==> src/rtl/cgc_pkg.sv <==
// Types and constants shared by the geofence checker modules.
`timescale 1ns / 1ps

package cgc_pkg;

   localparam int COORD_W    = 24;
   localparam int RADIUS_W   = 23;
   localparam int KIND_W     = 2;
   localparam int SLOT_OUT_W = 3;
   localparam int MAG_W      = COORD_W;
   localparam int SQ_W       = 2 * MAG_W;
   localparam int D2_W       = SQ_W + 1;
   localparam int R2_W       = 2 * RADIUS_W;

   localparam logic [KIND_W-1:0] KIND_KEEP_IN  = 2'd1;
   localparam logic [KIND_W-1:0] KIND_KEEP_OUT = 2'd2;

   localparam logic MODE_ADD   = 1'b0;
   localparam logic MODE_CHECK = 1'b1;

   typedef struct packed {
      logic signed [COORD_W-1:0] cx;
      logic signed [COORD_W-1:0] cy;
      logic [RADIUS_W-1:0]       radius;
      logic [KIND_W-1:0]         kind;
   } fence_type;

   typedef struct packed {
      logic              valid;
      logic [KIND_W-1:0] kind;
   } stage_type;

   typedef struct packed {
      logic valid;
      logic violation;
   } hit_type;

endpackage

==> src/rtl/cgc_dist_pipe.sv <==
// Three-stage squared-distance compare of one fence against the held position.
`timescale 1ns / 1ps

module cgc_dist_pipe (
   input  logic                               clock,
   input  logic                               reset,
   input  logic                               in_valid,
   input  cgc_pkg::fence_type                 fence,
   input  logic signed [cgc_pkg::COORD_W-1:0] pos_x,
   input  logic signed [cgc_pkg::COORD_W-1:0] pos_y,
   output cgc_pkg::hit_type                   hit
);

   localparam int DIFF_W = cgc_pkg::COORD_W + 1;

   // Stage A: absolute coordinate differences.
   logic signed [DIFF_W-1:0]          dx_diff;
   logic signed [DIFF_W-1:0]          dy_diff;
   logic [cgc_pkg::MAG_W-1:0]         adx_in, ady_in, adx_ff, ady_ff;
   logic [cgc_pkg::RADIUS_W-1:0]      rad_a_ff;
   cgc_pkg::stage_type                stg_a_in, stg_a_ff;

   // Stage B: squares.
   logic [cgc_pkg::SQ_W-1:0]          sqx_in, sqy_in, sqx_ff, sqy_ff;
   logic [cgc_pkg::R2_W-1:0]          r2_in, r2_ff;
   cgc_pkg::stage_type                stg_b_ff;

   // Stage C: sum and compare.
   logic [cgc_pkg::D2_W-1:0]          d2;
   logic [cgc_pkg::D2_W-1:0]          r2_wide;
   cgc_pkg::hit_type                  hit_in, hit_ff;

   always_comb begin
      dx_diff = DIFF_W'(pos_x) - DIFF_W'(fence.cx);
      dy_diff = DIFF_W'(pos_y) - DIFF_W'(fence.cy);
      adx_in  = dx_diff[DIFF_W-1] ? cgc_pkg::MAG_W'(-dx_diff) : cgc_pkg::MAG_W'(dx_diff);
      ady_in  = dy_diff[DIFF_W-1] ? cgc_pkg::MAG_W'(-dy_diff) : cgc_pkg::MAG_W'(dy_diff);
      stg_a_in.valid = in_valid;
      stg_a_in.kind  = fence.kind;
   end

   always_comb begin
      sqx_in = adx_ff * adx_ff;
      sqy_in = ady_ff * ady_ff;
      r2_in  = rad_a_ff * rad_a_ff;
   end

   always_comb begin
      d2      = {1'b0, sqx_ff} + {1'b0, sqy_ff};
      r2_wide = cgc_pkg::D2_W'(r2_ff);
      hit_in.valid     = stg_b_ff.valid;
      hit_in.violation = stg_b_ff.valid &&
         (((stg_b_ff.kind == cgc_pkg::KIND_KEEP_IN) && (d2 > r2_wide)) ||
          ((stg_b_ff.kind == cgc_pkg::KIND_KEEP_OUT) && (d2 < r2_wide)));
   end

   always_ff @(posedge clock) begin
      adx_ff   <= adx_in;
      ady_ff   <= ady_in;
      rad_a_ff <= fence.radius;
      sqx_ff   <= sqx_in;
      sqy_ff   <= sqy_in;
      r2_ff    <= r2_in;
   end

   always_ff @(posedge clock) begin
      if (reset) begin
         stg_a_ff <= '0;
         stg_b_ff <= '0;
         hit_ff   <= '0;
      end else begin
         stg_a_ff <= stg_a_in;
         stg_b_ff <= stg_a_ff;
         hit_ff   <= hit_in;
      end
   end

   assign hit = hit_ff;

endmodule

==> config.mk <==
export PLATFORM = sky130hd
export DESIGN_NAME = cgc_dist_pipe
export DESIGN_NICKNAME = d
export VERILOG_FILES = /design/src/rtl/cgc_pkg.sv /design/src/rtl/cgc_dist_pipe.sv
export SDC_FILE = /design/constraint.sdc
export NUM_CORES = 2
export LEC_CHECK = 0
export ABC_CLOCK_PERIOD_IN_PS = 7100
export BUFFER_PORTS_ARGS = -buffer_cell sky130_fd_sc_hd__buf_2
export CAP_MARGIN = 20
export CORE_MARGIN = 2
export CORE_UTILIZATION = 45
export CTS_CLUSTER_SIZE = 8
export DETAILED_ROUTE_END_ITERATION = 7
export SETUP_SLACK_MARGIN = 0.4
export SLEW_MARGIN = 10
export SYNTH_ARGS = -nofsm -noshare
export SYNTH_HDL_FRONTEND = slang
export SYNTH_SLANG_ARGS = --single-unit
==> constraint.sdc <==
create_clock -name clock -period 7.1 [get_ports clock]
set_input_delay 1.065 -clock clock [delete_from_list [all_inputs] [get_ports clock]]
set_output_delay 1.065 -clock clock [all_outputs]
set_load 0.005 [all_outputs]
==> flow_summary_export.csv <==
group,metric,value,unit
yosys,syn_area_per_cell,9.14,um2
sta,finalSetupViolCount,0,
final_layout,seq_area,4550,um2
final_layout,multi_input_area,48200,um2
setup_path,critPathRequiredTime,7.55,ns
sta,slew_viol_final,0,
yosys,syn-num-nets,8393,
drt,drc,0,
drt,first_pass_iters,7,
sta,skew,0.0431,ns
global_routing,grt.overflow.total,0,
die,die_width,364,um
yosys,synth_enable_flop_cells,0,
global_routing,grtUsageTotal,22.5,%
sta,period_minus_slack,7.01,ns
sta,fmax,143,MHz
yosys,yosys.area.top_type_share,42.3,%
die,std_cell_rows,131,
cts,cts_buffers,35,
global_routing,grt_use_met2,39.5,%
die,design.core.area,128000,um2
drt,drt-vias-per-instance,4.91,
setup_path,cp.arrival,7.46,ns
die,dieArea,132000,um2
setup_path,critPathLaunchType,"flip-flop",
cts,htree_levels,2,
yosys,netlist_top_cells_count,"1805 x inv_1, 1231 x fa_1, 671 x ha_1, 539 x nand2_1, 327 x and2_1",
placed_design,port_buffers,125,
global_routing,first_global_vias,46200,
die,die_y,364,um
cts,hold_buffers,0,
drt,ant_nets,0,
drt,vias,42300,
drt,drt-initial-drc-count,1780,
cts,cts_tree,"yes",
cts,clk_pin_slew,0.06,ns
global_routing,antenna_found_initial,8,
global_routing,top_usage_layer,"met2",
min_path,hold_class,"reg2reg",
yosys,synth-seq-area-share,7.50,%
cts,clk_latency,0.59,ns
run,maxCapViolations,0,
sta,worstMarginPinSlew,0.970,ns
yosys,ys_ff_latch,218,
yosys,yosys_warnings,0,
global_routing,grt_start_max_net_pins,23,
global_routing,grt_pass1_wl,238000,um
final_layout,nNetsFinal,8891,
global_routing,grtUsageMet1,29.8,%
cts,clockBufferDepth,3,
sta,relSlewSlack,34.6,%
final_layout,syn_to_final_growth,17.3,%
yosys,synth_top_area_cell,"fa_1",
yosys,syn_area,58200,um2
sta,finalHoldViolCount,0,
sta,holdWs,0.432,ns
final_layout,n_antenna_cell,0,
drt,wl,142000,um
sta,rsz0062_at_grt,"yes",
yosys,synthArstFlopShare,0,%
yosys,ys_types,93,
global_routing,globalRouteMet3Util,2.51,%
status,status,"completed",
yosys,synth_most_common_cell,"inv_1",
placed_design,dp_hpwl,119000,um
drt,wl_per_cell,16.5,um
yosys,syn_inst,6367,
final_layout,fillers,11500,
placed_design,gp_congestion,0.895,
yosys,synthFlopType,"dfxtp_1",
setup_path,crit_fanout,11,
sta,fin_crit_sh,98.7,%
cts,cts_root_buf,"clkbuf_16",
yosys,yosys-top-cells-area,"fa_1 42%, ha_1 14%, inv_1 12%",
setup_path,endpoint_kind,"flip-flop",
final_layout,final_layout_size_suffix_gt1_share,16.6,%
setup_path,crit_type,"reg2reg",
cts,cts.sinks,218,
die,initial_utilization,45.5,%
die,ioPinCount,126,
-- state kept, by name, summed over array words and instances, names as in the netlist --
name / count
rad_a_ff: 23
sqx_ff: 47
hit: 2
ady_ff: 24
stg_b_ff: 2
r2_ff: 45
sqy_ff: 47
adx_ff: 24
hit_in: 1
stg_a_ff: 3
-- timing repair --
| item | 4_1_cts | 5_1_grt |
|---|---|---|
| gates cloned | 11 | 0 |
| setup endpoints to repair | 54 | 61 |
| pin swaps | 200 | 180 |
| buffers inserted | 97 | 33 |
| resized for setup | 363 | 194 |
-- worst max-delay path: stages, from the launching register on --
cell	delay, ns
dfxtp_4	0.38
buf_12	0.15
nand2_2	0.08
fa_1	0.55
fa_1	0.45
fa_1	0.55
inv_1	0.06
fa_2	0.37
fa_1	0.51
fa_1	0.51
fa_1	0.56
ha_4	0.23
a21o_1	0.17
a21o_2	0.18
a21oi_2	0.12
o211ai_1	0.18
a21o_4	0.28
a2111oi_4	0.35
o31a_4	0.22
o311ai_4	0.09
a311o_2	0.45
a311oi_2	0.30
xnor2_1	0.10
-- cell families after synthesis --
| kind of cell | after synthesis | synth area share (%) |
|---|---|---|
| buf+inv | 1970 | 12.7 |
| fa+ha+maj | 1902 | 56.8 |
| simple gates | 1328 | 11.1 |
| compound gates | 657 | 7.46 |
| xor+xnor | 284 | 4.27 |
| flops | 218 | 7.50 |
| mux | 8 | 0.150 |
-- layer usage --
metal | wire [um] | share of wire, % | vias up
met3 | 5810 | 4.1 | 189
met5 | 21 | 0.015 | -
met4 | 3490 | 2.5 | 4
li1 | - | - | 20100
met1 | 61600 | 43 | 21300
met2 | 71400 | 50 | 732
-- final cells by class --
class                   count  area share (%)
clock inverters             7           0.183
repair buffers            625            8.15
multi-input cells        4179            70.5
well taps                1729            3.17
flip-flops and latches    218            6.66
clock buffers              42            1.37
inverters                1806            9.93
-- path summary, 6_finish.rpt --
kind	end	cells after the start	slack, ns	from
hold / removal	stg_b_ff[1]	1	0.43	stg_a_ff[1]
setup reg to reg	r2_ff[45]	22	0.09	rad_a_ff[2]
setup / recovery	r2_ff[45]	22	0.09	rad_a_ff[2]
hold reg to reg	stg_b_ff[1]	1	0.43	stg_a_ff[1]
-- through the flow --
stage                     utilization, %  cells  setup slack (ns)  TNS (ns)  area [um2]
after CTS                           52.6   8572            0.0710         0       67300
after detailed placement            49.9   8415            -0.211    -0.608       63800
after floorplan                        -   6367             0.192         0       59100
after global placement              49.9   8415            -0.204    -0.599       63800
final                               53.3   8606            0.0944         0       68300
after global routing                53.3   8606            -0.123    -0.557       68300
-- cells in the final DEF (no fill, tap or decap), drive strengths merged, types with 15 or more instances in the layout --
cell | synthesis | final
a211oi | 15 | 15
a21o | 130 | 130
a21oi | 218 | 218
a31oi | 31 | 31
and2 | 327 | 327
and3 | 17 | 17
buf | 7 | 620
clkbuf | 157 | 42
dfxtp | 218 | 218
fa | 1231 | 1231
ha | 671 | 671
inv | 1805 | 1806
nand2 | 539 | 539
nand2b | 37 | 37
nand3 | 46 | 46
nand4 | 33 | 33
nor2 | 191 | 191
nor2b | 48 | 48
nor3 | 34 | 34
o21a | 23 | 23
o21ai | 113 | 113
o21bai | 22 | 22
xnor2 | 185 | 185
xor2 | 99 | 99
Power is not shown: default switching activity piles up to over one toggle a cycle in this logic, so the estimate is an artifact.
